===== src/lfpl_pkg.sv =====
// shared types and constants of the led frame power limiter
`default_nettype none

package lfpl_pkg;

    localparam int PIXELS_PER_BUS_DEF = 64;

    // configuration port
    localparam int CFG_W     = 16;
    localparam int CFG_IDX_W = 3;

    localparam logic [CFG_IDX_W-1:0] CFG_LIMIT_ON      = 3'd0;
    localparam logic [CFG_IDX_W-1:0] CFG_POWER_BUDGET  = 3'd1;
    localparam logic [CFG_IDX_W-1:0] CFG_IDLE_CURRENT  = 3'd2;
    localparam logic [CFG_IDX_W-1:0] CFG_COLOR_CURRENT = 3'd3;
    localparam logic [CFG_IDX_W-1:0] CFG_WHITE_CURRENT = 3'd4;

    localparam logic        LIMIT_ON_RST      = 1'b1;
    localparam logic [15:0] POWER_BUDGET_RST  = 16'd2000;
    localparam logic [15:0] IDLE_CURRENT_RST  = 16'd50;
    localparam logic [7:0]  COLOR_CURRENT_RST = 8'd20;
    localparam logic [7:0]  WHITE_CURRENT_RST = 8'd20;

    // scale handling
    localparam logic [7:0] SCALE_FULL   = 8'd255;
    localparam logic [7:0] RELEASE_STEP = 8'd8;

    // ceil(sum / 255) saturates above this sum
    localparam logic [23:0] SUM_SAT   = 24'd16711425;
    // ceil(2^32 / 255), exact floor division for 24-bit dividends
    localparam logic [24:0] RECIP_255 = 25'd16843010;

    typedef struct packed {
        logic       start;
        logic [7:0] scale;
    } est_req_t;

    typedef struct packed {
        logic [7:0]  bright;
        logic [7:0]  color_current;
        logic [7:0]  white_current;
        logic [15:0] idle_current;
    } est_cfg_t;

    typedef struct packed {
        logic        done;
        logic [15:0] total;
    } est_rsp_t;

endpackage

`default_nettype wire


===== src/lfpl_store.sv =====
// pixel store: one write port, one registered read port, clearing sweep after reset
`default_nettype none

module lfpl_store #(
    parameter int  DEPTH  = 2 * lfpl_pkg::PIXELS_PER_BUS_DEF,
    localparam int ADDR_W = $clog2(DEPTH)
) (
    input  logic              clk,
    input  logic              rst_n,
    input  logic              wr_en,
    input  logic [ADDR_W-1:0] wr_addr,
    input  logic [31:0]       wr_data,
    input  logic              rd_en,
    input  logic [ADDR_W-1:0] rd_addr,
    output logic [31:0]       rd_data,
    output logic              clr_busy
);

    logic [31:0]       mem [DEPTH];
    logic [31:0]       rd_data_reg;
    logic              clr_busy_reg;
    logic              clr_busy_next;
    logic [ADDR_W-1:0] clr_addr_reg;
    logic [ADDR_W-1:0] clr_addr_next;

    always_comb
    begin
        clr_busy_next = clr_busy_reg;
        clr_addr_next = clr_addr_reg;
        if (clr_busy_reg)
        begin
            if (clr_addr_reg == ADDR_W'(DEPTH - 1))
            begin
                clr_busy_next = 1'b0;
            end
            else
            begin
                clr_addr_next = clr_addr_reg + 1'b1;
            end
        end
    end

    always_ff @(posedge clk or negedge rst_n)
    begin
        if (!rst_n)
        begin
            clr_busy_reg <= 1'b1;
            clr_addr_reg <= '0;
        end
        else
        begin
            clr_busy_reg <= clr_busy_next;
            clr_addr_reg <= clr_addr_next;
        end
    end

    always_ff @(posedge clk)
    begin
        if (clr_busy_reg)
        begin
            mem[clr_addr_reg] <= '0;
        end
        else if (wr_en)
        begin
            mem[wr_addr] <= wr_data;
        end
        if (rd_en)
        begin
            rd_data_reg <= mem[rd_addr];
        end
    end

    assign rd_data  = rd_data_reg;
    assign clr_busy = clr_busy_reg;

endmodule

`default_nettype wire


===== config.mk =====
export PLATFORM = sky130hd
export DESIGN_NAME = lfpl_store
export DESIGN_NICKNAME = d
export VERILOG_FILES = /design/src/lfpl_pkg.sv /design/src/lfpl_store.sv
export SDC_FILE = /design/constraint.sdc
export NUM_CORES = 2
export LEC_CHECK = 0
export ABC_CLOCK_PERIOD_IN_PS = 5300
export BUFFER_PORTS_ARGS = -buffer_cell sky130_fd_sc_hd__buf_4
export CORE_MARGIN = 2
export CORE_UTILIZATION = 60
export DETAILED_ROUTE_END_ITERATION = 7
export PLACE_DENSITY = 0.76
export SYNTH_ARGS = -nofsm -noshare
export SYNTH_HDL_FRONTEND = slang
export SYNTH_SLANG_ARGS = --single-unit

===== constraint.sdc =====
create_clock -name clk -period 5.3 [get_ports clk]
set_clock_uncertainty 0.15 [all_clocks]
set_input_delay 0 -clock clk [delete_from_list [all_inputs] [get_ports clk]]
set_output_delay 0 -clock clk [all_outputs]
set_load 0.03 [all_outputs]

==> metrics <==
most frequent cell after synthesis=edfxtp_1; status=complete, but fails checks; num ports=83; Worst Max-Slew Pin Slew=1293 ps; dominant cell type by area after synthesis=edfxtp_1; WP data arrival=5320 ps; Async SR Flop Fraction=0.1934%; CTS H-Tree Depth=5; Netlist cell types=32; die width=516.1 µm; vias post-DR=73570; DR WL met2=194300 µm; count of final hold-check violations=0; Top Metal Used=met5; GRT Resource Usage Total=30.74%; post-CTS setup buffer count=0; RSZ-0062 raised after global routing=no; pwr/cell area=380.0 mW/mm²; 1st-iter DRT viols=12110; Post-Synthesis Cells=6078; clock transition at the registers of the reported paths=60 ps; Mapped Area=0.1573 mm²; Fill cells=14570; cell family with most CP delay=simple AND/OR/NAND/NOR gates; initial antenna violation count=54; CTS tree=done; syn_area_per_cell=25.88 µm²; Leakage=57.95 nW; Final Max Tran Viols=0; CP max-delay cell=o21ai_0; Final Setup Violations=0; Bufs on Longest Clock Path=4; GRT overflow=0; placed cells=9626; worst skew pair latency=1000 ps; top-area cell type share of the netlist area=78.79%; share of layout cells above drive strength 1=36.23%; Final ANT Viol Nets=1; drt pass-1 iters=6; metal1 wirelength=141900 µm; CTS buffer count=403; Cell Count, Final, Fillers Out=10420; critical path, cell by cell=nor2b_4 > o21ai_0 > nand3_1 > nor2_4 > buf_4; Port-buffer cells=82; min Tclk post-route=4838 ps; Synth area leaders=edfxtp_1 (79%), mux4_2 (19%), clkbuf_1 (0.43%); CP max FO=46; CTS hold repair buffers=54; vias in the first global route=74800; Worst slew margin=12.86%; Core Region=0.2602 mm²; Post-DP Area=0.1648 mm²; row count=187; Setup Crit Path Kind=reg -> reg; vias per cell=7.060; syn_nets=6129; Max Cap Viol=0; Synth Warn #=0; failing checks=antenna rules; total wire length=401500 µm; Seq/Total Area, Yosys=78.92%; Layout Nets=6640; setup TNS=0 ps; Peak VDD IR=383.4 µV; largest net degree at the start of global routing=120; synth-to-layout area growth=13.23%; CP Launch Type=flop; final worst path period share=91.28%; Clock Tree Root=clkbuf_16; dpl hpwl=214200 µm; Starting Density=60.47%; Finished Cell Area=0.1781 mm²; number of synthesized register bits=4136; PnR worst setup slack=461.9 ps; DR WL/cell=38.54 µm; pre-CTS setup slack=872.4 ps; routed wl met3=50850 µm; Hold WS=55.85 ps; Largest register FFs=4096; Crit. End Element=flop; Crit path largest cell delay=1080 ps; Req. time, crit path=5790 ps; Main synth FF type=edfxtp_1; Die ar.=0.2663 mm²; synth cell count leaders=edfxtp_1 (4128), mux4_2 (1344), clkbuf_1 (181), nor2_1 (128), buf_2 (76); Die H=516.1 µm; post_cts resized=0; GP Congestion=0.9203; number of synthesized flops with an enable pin=4128; worst path bufs/invs=1; Peak Freq=206.7 MHz; CTS Sinks=4136; DRC=0; global-route wire length before repair=570900 µm; Hold/Removal Path Class=in -> reg
[routing by layer]
metal  vias up  track usage, %
li1      27730               -
met2      5688           47.57
met1     39410           43.76
met3       719           7.681
met4        20           10.43
met5         -               0
[worst paths after layout]
kind,startpoint,end,slack [ps],depth (start not counted)
worst max-delay path,clr_busy$_DFF_PN1_,mem[76][16]$_DFFE_PP_,460,5
worst min-delay path,wr_data[10],mem[100][10]$_DFFE_PP_,60,3
worst max register to register,clr_busy$_DFF_PN1_,mem[76][16]$_DFFE_PP_,460,5
worst min register to register,clr_addr_reg[6]$_DFFE_PN0P_,clr_addr_reg[6]$_DFFE_PN0P_,440,1
max in group asynchronous,rst_n,clr_busy$_DFF_PN1_,4190,4
min in group asynchronous,rst_n,clr_addr_reg[2]$_DFFE_PN0P_,490,4
[cells in the final DEF, fill, tap and decap left out, drive strengths merged, types with 2 or more instances in the layout]
cell type,n
and2,32
dlygate4sd3,53
nand4bb,2
xor2,2
edfxtp,4128
mux2i,4
mux2,34
nand3,11
dfrtp,7
nand2b,6
mux4,1344
nor2,128
buf,374
inv,10
bufinv,39
and4,2
o21ai,6
nand2,29
or4bb,4
diode,23
or4b,3
o31ai,3
clkinvlp,23
clkbuf,474
clkinv,172
xnor2,3
[cell families after synthesis]
logic type / synth area share, %
mux: 19.51
flops: 78.92
compound gates: 0.04295
simple gates: 0.6498
fa+ha+maj: 0.007952
xor+xnor: 0.02784
buf+inv: 0.8430
[through the flow]
stage	power, mW	util, %
finish	67.70	68.47
global placement	40.08	63.36
detailed placement	40.17	63.36
CTS	67.78	68.44
floorplan	38.79	-
global route	69.03	68.45
[worst min-delay path, cell delays in order]
cell           delay (ps)
dlygate4sd3_1         530
buf_4                 130
and2_4                280
[power breakdown]
part | internal (mW) | leakage (nW) | switching, mW
registers | 36.1 | 40.1 | 0.0371
logic | 1.33 | 11.7 | 2.19
clock network | 16.0 | 6.20 | 12.1
[layout make-up]
cell class / count / area [µm²] / area share (%)
inverters: 1 / 3.754 / 0.002107
well taps: 3496 / 4374 / 2.456
diodes: 23 / 57.56 / 0.03231
clock buffers: 474 / 10460 / 5.871
multi-input cells: 1620 / 32930 / 18.48
repair buffers: 427 / 3931 / 2.207
flip-flops and latches: 4136 / 124200 / 69.70
clock inverters: 243 / 2223 / 1.248
Note: power is estimated with default switching activity, not from simulation.
