===== src/lfpl_pkg.sv =====
// shared types and constants of the led frame power limiter
`default_nettype none

package lfpl_pkg;

    localparam int PIXELS_PER_BUS_DEF = 64;

    // configuration port
    localparam int CFG_W     = 16;
    localparam int CFG_IDX_W = 3;

    localparam logic [CFG_IDX_W-1:0] CFG_LIMIT_ON      = 3'd0;
    localparam logic [CFG_IDX_W-1:0] CFG_POWER_BUDGET  = 3'd1;
    localparam logic [CFG_IDX_W-1:0] CFG_IDLE_CURRENT  = 3'd2;
    localparam logic [CFG_IDX_W-1:0] CFG_COLOR_CURRENT = 3'd3;
    localparam logic [CFG_IDX_W-1:0] CFG_WHITE_CURRENT = 3'd4;

    localparam logic        LIMIT_ON_RST      = 1'b1;
    localparam logic [15:0] POWER_BUDGET_RST  = 16'd2000;
    localparam logic [15:0] IDLE_CURRENT_RST  = 16'd50;
    localparam logic [7:0]  COLOR_CURRENT_RST = 8'd20;
    localparam logic [7:0]  WHITE_CURRENT_RST = 8'd20;

    // scale handling
    localparam logic [7:0] SCALE_FULL   = 8'd255;
    localparam logic [7:0] RELEASE_STEP = 8'd8;

    // ceil(sum / 255) saturates above this sum
    localparam logic [23:0] SUM_SAT   = 24'd16711425;
    // ceil(2^32 / 255), exact floor division for 24-bit dividends
    localparam logic [24:0] RECIP_255 = 25'd16843010;

    typedef struct packed {
        logic       start;
        logic [7:0] scale;
    } est_req_t;

    typedef struct packed {
        logic [7:0]  bright;
        logic [7:0]  color_current;
        logic [7:0]  white_current;
        logic [15:0] idle_current;
    } est_cfg_t;

    typedef struct packed {
        logic        done;
        logic [15:0] total;
    } est_rsp_t;

endpackage

`default_nettype wire


===== src/lfpl_est_unit.sv =====
// current estimator: one pass over the store per scale, pipelined one pixel a cycle
`default_nettype none

module lfpl_est_unit #(
    parameter int  PIXELS_PER_BUS = lfpl_pkg::PIXELS_PER_BUS_DEF,
    localparam int DEPTH  = 2 * PIXELS_PER_BUS,
    localparam int ADDR_W = $clog2(DEPTH),
    localparam int CNT_W  = $clog2(DEPTH + 1)
) (
    input  logic                 clk,
    input  logic                 rst_n,
    input  lfpl_pkg::est_req_t   req,
    input  lfpl_pkg::est_cfg_t   cfg,
    input  logic [CNT_W-1:0]     count,
    output logic                 rd_en,
    output logic [ADDR_W-1:0]    rd_addr,
    input  logic [31:0]          rd_data,
    output lfpl_pkg::est_rsp_t   rsp
);

    import lfpl_pkg::*;

    localparam int TERM_W = 18;
    localparam int ACC_W  = (ADDR_W + TERM_W > 24) ? ADDR_W + TERM_W : 24;

    localparam logic [2:0] E_IDLE  = 3'd0;
    localparam logic [2:0] E_RUN   = 3'd1;
    localparam logic [2:0] E_DRAIN = 3'd2;
    localparam logic [2:0] E_DIV   = 3'd3;
    localparam logic [2:0] E_ADD   = 3'd4;

    // floor(x / 255) for x below 65280
    function automatic logic [7:0] div255(input logic [15:0] x);
        logic [16:0] t;
        t = 17'(x) + 17'(x[15:8]) + 17'd1;
        return t[15:8];
    endfunction

    logic [2:0]        state_reg, state_next;
    logic [CNT_W-1:0]  idx_reg, idx_next;
    logic [7:0]        scale_reg, scale_next;
    logic              v0_reg, v1_reg, v2_reg, v3_reg;
    logic [3:0][15:0]  p1_reg, p1_next;
    logic [3:0][7:0]   b2_reg, b2_next;
    logic [TERM_W-1:0] term_reg, term_next;
    logic [ACC_W-1:0]  acc_reg, acc_next;
    logic [16:0]       quot_reg, quot_next;
    logic              sat_reg, sat_next;
    logic [15:0]       total_reg, total_next;
    logic              done_reg, done_next;

    logic [8:0]        bright_p1;
    logic [9:0]        rgb_sum;
    logic [23:0]       div_in;
    logic [48:0]       prod;
    logic [17:0]       tot_sum;
    logic [16:0]       mb [4];

    // datapath stages
    always_comb
    begin
        bright_p1 = 9'(cfg.bright) + 9'd1;
        for (int c = 0; c < 4; c++)
        begin
            p1_next[c] = 16'(rd_data[8*c +: 8]) * 16'(scale_reg);
            mb[c]      = 17'(div255(p1_reg[c])) * 17'(bright_p1);
            b2_next[c] = mb[c][15:8];
        end
        rgb_sum   = 10'(b2_reg[0]) + 10'(b2_reg[1]) + 10'(b2_reg[2]);
        term_next = TERM_W'(rgb_sum) * TERM_W'(cfg.color_current)
                  + TERM_W'(b2_reg[3]) * TERM_W'(cfg.white_current);
        div_in    = acc_reg[23:0] + 24'd254;
        prod      = 49'(div_in) * 49'(RECIP_255);
        sat_next  = acc_reg > ACC_W'(SUM_SAT);
        quot_next = prod[48:32];
        tot_sum   = 18'(cfg.idle_current) + 18'(quot_reg);
    end

    // sequencer
    always_comb
    begin
        state_next = state_reg;
        idx_next   = idx_reg;
        scale_next = scale_reg;
        acc_next   = acc_reg;
        total_next = total_reg;
        done_next  = 1'b0;
        rd_en      = 1'b0;
        if (v3_reg)
        begin
            acc_next = acc_reg + ACC_W'(term_reg);
        end
        unique case (state_reg)
            E_IDLE:
            begin
                if (req.start)
                begin
                    idx_next   = '0;
                    acc_next   = '0;
                    scale_next = req.scale;
                    state_next = E_RUN;
                end
            end
            E_RUN:
            begin
                rd_en    = 1'b1;
                idx_next = idx_reg + 1'b1;
                if (idx_reg + 1'b1 == count)
                begin
                    state_next = E_DRAIN;
                end
            end
            E_DRAIN:
            begin
                if (!v0_reg && !v1_reg && !v2_reg && !v3_reg)
                begin
                    state_next = E_DIV;
                end
            end
            E_DIV:
            begin
                state_next = E_ADD;
            end
            E_ADD:
            begin
                total_next = (sat_reg || tot_sum[17:16] != 2'd0) ? 16'hFFFF : tot_sum[15:0];
                done_next  = 1'b1;
                state_next = E_IDLE;
            end
            default:
            begin
                state_next = E_IDLE;
            end
        endcase
    end

    assign rd_addr = idx_reg[ADDR_W-1:0];

    always_ff @(posedge clk or negedge rst_n)
    begin
        if (!rst_n)
        begin
            state_reg <= E_IDLE;
            idx_reg   <= '0;
            v0_reg    <= 1'b0;
            v1_reg    <= 1'b0;
            v2_reg    <= 1'b0;
            v3_reg    <= 1'b0;
            done_reg  <= 1'b0;
        end
        else
        begin
            state_reg <= state_next;
            idx_reg   <= idx_next;
            v0_reg    <= rd_en;
            v1_reg    <= v0_reg;
            v2_reg    <= v1_reg;
            v3_reg    <= v2_reg;
            done_reg  <= done_next;
        end
    end

    always_ff @(posedge clk)
    begin
        scale_reg <= scale_next;
        p1_reg    <= p1_next;
        b2_reg    <= b2_next;
        term_reg  <= term_next;
        acc_reg   <= acc_next;
        quot_reg  <= quot_next;
        sat_reg   <= sat_next;
        total_reg <= total_next;
    end

    assign rsp.done  = done_reg;
    assign rsp.total = total_reg;

endmodule

`default_nettype wire


===== config.mk =====
export PLATFORM = sky130hd
export DESIGN_NAME = lfpl_est_unit
export DESIGN_NICKNAME = d
export VERILOG_FILES = /design/src/lfpl_pkg.sv /design/src/lfpl_est_unit.sv
export SDC_FILE = /design/constraint.sdc
export NUM_CORES = 2
export LEC_CHECK = 0
export BUFFER_PORTS_ARGS = -buffer_cell sky130_fd_sc_hd__buf_2
export CORE_ASPECT_RATIO = 0.5
export CORE_UTILIZATION = 70
export CTS_BUF_LIST = sky130_fd_sc_hd__clkbuf_8
export CTS_CLUSTER_DIAMETER = 200
export DETAILED_ROUTE_END_ITERATION = 10
export HOLD_SLACK_MARGIN = 0.03
export PLACE_DENSITY = 0.91
export RECOVER_POWER = 50
export SLEW_MARGIN = 25
export SYNTH_ARGS = -nofsm -noshare
export SYNTH_HDL_FRONTEND = slang
export SYNTH_SLANG_ARGS = --single-unit
export TNS_END_PERCENT = 5

===== constraint.sdc =====
create_clock -name clk -period 14.2 [get_ports clk]
set_input_delay 1.42 -clock clk [delete_from_list [all_inputs] [get_ports clk]]
set_output_delay 1.42 -clock clk [all_outputs]
set_load 0.01 [all_outputs]

==> flow_summary.json <==
{
  "yosysWarningCount": 0,
  "yosys-top-cells-count": "inv_1 (665), ha_1 (582), fa_1 (441)",
  "hold_viol_final": 0,
  "syn_to_final_growth_pct": 4.766,
  "cts_tree": "built",
  "slew_violations": 49,
  "hold_start": "v0_reg$_DFF_PN0_",
  "crit_path_max_incr_delay_ns": 0.55,
  "critPathBufInv": 9,
  "timing.fmax_mhz": 121.9,
  "r2r_start": "b2_reg[1]$_DFF_P_",
  "num_io_pins": 116,
  "drive_gt1_share_pct": 4.709,
  "rr_worst_depth": 32,
  "ys_ff_latch": 197,
  "maxCapViolCount": 2,
  "drt_iter0_drc": 2111,
  "rsz0062_at_grt": "false",
  "path_max_fanout": 8,
  "die_h_um": 156.1,
  "fin_crit_sh_pct": 57.75,
  "finClkSkew_ns": 0.02436,
  "yosys-top-cells-area": "fa_1 (27%), ha_1 (22%), dfxtp_1 (9.4%), inv_1 (7.5%), and2_1 (4.8%)",
  "dp_slack_ns": 6.101,
  "port_buffers": 115,
  "die_area_sq_um": 48450,
  "async_reset_ff_share_pct": 8.122,
  "synthFlopType": "dfxtp_1",
  "slowest_stage": "fa_1",
  "fp.coreArea_sq_um": 46880,
  "synth-edff-count": 24,
  "cp.required_ns": 14.68,
  "grt_max_degree": 33,
  "cp-end-kind": "register",
  "grt_pass1_wl_um": 125700,
  "yosysTopAreaCellShare_pct": 26.54,
  "post-synth-top-count-cell": "inv_1",
  "cp-start-kind": "register",
  "max-slew-margin-rel_pct": -44.58,
  "vias": 25858,
  "worst_pin_slew_ns": 2.164,
  "fp.dieW_um": 310.3,
  "finalWirelength_um": 75320,
  "path_depth": 32,
  "netlist_area_sq_um": 33260,
  "synthCells": 3686,
  "clk_latency_ns": 0.56,
  "hpwl_um": 60990,
  "cts_root_buf": "clkbuf_8",
  "clockBufferDepth": 2,
  "postCtsSetupBuffers": 0,
  "wire_per_inst_um": 17.05,
  "ctsHtreeMaxLevel": 4,
  "grt_pass1_vias": 27550,
  "status": "complete, but fails checks",
  "placed_cell_area_sq_um": 34460,
  "syn_area_per_cell_sq_um": 9.024,
  "nNetsFinal": 4881,
  "holdWs_ns": 0.3985,
  "syn_nets": 4800,
  "vias_per_cell": 5.852,
  "gr-total-overflow": 0,
  "worstPathArrival_ns": 8.68,
  "met1_length_um": 29020,
  "crit_type": "reg -> reg",
  "r2r_slack_ns": 6.00,
  "clk_pin_slew_ns": 0.13,
  "drc_errors": 0,
  "largest_reg_flops": 64,
  "crit_top_cell": "inv_1",
  "gp_congestion": 0.9376,
  "layout_min_cycle_time_ns": 8.201,
  "cts_buffers": 17,
  "rows": 56,
  "finalSetupViolCount": 0,
  "grt_antenna_before_repair": 1,
  "clock_sinks": 197,
  "crit_path_start": "b2_reg[1]$_DFF_P_",
  "yosysSeqAreaShare_pct": 12.82,
  "hold_buffers": 0,
  "ys_types": 92,
  "wl_met3_um": 5743,
  "grt_usage_pct": 32.12,
  "final_area_sq_um": 34850,
  "ctsResizeCount": 0,
  "synth.largest_area_cell": "fa_1",
  "dr_wl_met2_um": 37660,
  "drtPass1Iterations": 8,
  "setup_slack_ns": 5.999,
  "initial_core_util_pct": 70.96,
  "maxUsedRoutingLayer": "met4",
  "min_path_type": "reg -> reg",
  "cp_top_family": "adder cells",
  "tns_ns": 0,
  "ant_nets": 0,
  "hold_path_depth": 0,
  "violations": "max-capacitance violations, max-slew violations",
  "nFillCells": 3068
}
-- area by class of cell --
| class | count | area [sq um] | area share, % |
|---|---|---|---|
| Antenna cell | 1 | 2.502 | 0.007181 |
| Clock buffer | 17 | 234.0 | 0.6714 |
| Clock inverter | 15 | 188.9 | 0.5422 |
| Inverter | 667 | 2504 | 7.184 |
| Multi-Input combinational cell | 2744 | 26110 | 74.92 |
| Sequential cell | 197 | 4264 | 12.24 |
| Tap cell | 638 | 798.3 | 2.291 |
| Timing Repair Buffer | 140 | 748.2 | 2.147 |
-- placed cells by master, fill, tap and decap left out, types with 19 or more instances in the layout --
cell	count
nand2_1	390
xnor2_1	152
ha_1	582
nand3_1	42
buf_4	19
inv_1	665
nor2b_1	25
o21ai_0	84
buf_2	85
a21oi_1	84
clkbuf_1	32
fa_1	441
and3_1	23
nor3_1	35
dfxtp_1	157
and2_1	245
nand2b_1	25
a21o_1	34
edfxtp_1	24
nor2_1	246
xor2_1	74
-- stage by stage --
stage / utilization (%) / cells
3_5_place_dp: 73.52 / 4381
3_3_place_gp: 73.51 / 4381
5_1_grt: 74.34 / 4419
4_1_cts: 74.43 / 4413
2_1_floorplan: - / 3686
6_report: 74.34 / 4419
-- logic make-up after synthesis --
family / Yosys count / share of synthesized area (%)
AOI/OAI and AO/OA: 343 / 6.959
and+or+nand+nor: 1130 / 16.48
muxes: 16 / 0.4852
DFF: 197 / 12.82
xor gates and xnor gates: 232 / 6.274
adders and majority gates: 1023 / 48.43
buffers and inverters: 745 / 8.554
-- routing by layer --
layer	track usage, %	vias up
met3	5.297	282
met1	37.13	12532
li1	-	11872
met5	0	-
met4	13.39	0
met2	58.94	1172
-- worst reg2reg max path, delay by kind of cell (launching register included) --
family                     cells  cell delay (ns)
AOI/OAI and AO/OA              7             1.27
xor gates and xnor gates       1             0.13
adders and majority gates     10             4.50
buffers and inverters          9             0.52
DFF                            1             0.33
and+or+nand+nor                5             1.38
-- final timing paths --
check	endpoint
min in group asynchronous	done_reg$_DFF_PN0_
max reg2reg	term_reg[17]$_DFF_P_
max in group asynchronous	idx_reg[0]$_DFFE_PN0P_
min reg2reg	v1_reg$_DFF_PN0_
max	term_reg[17]$_DFF_P_
min	v1_reg$_DFF_PN0_
Power is not shown: default switching activity piles up to over one toggle a cycle in this logic, so the estimate is an artifact.
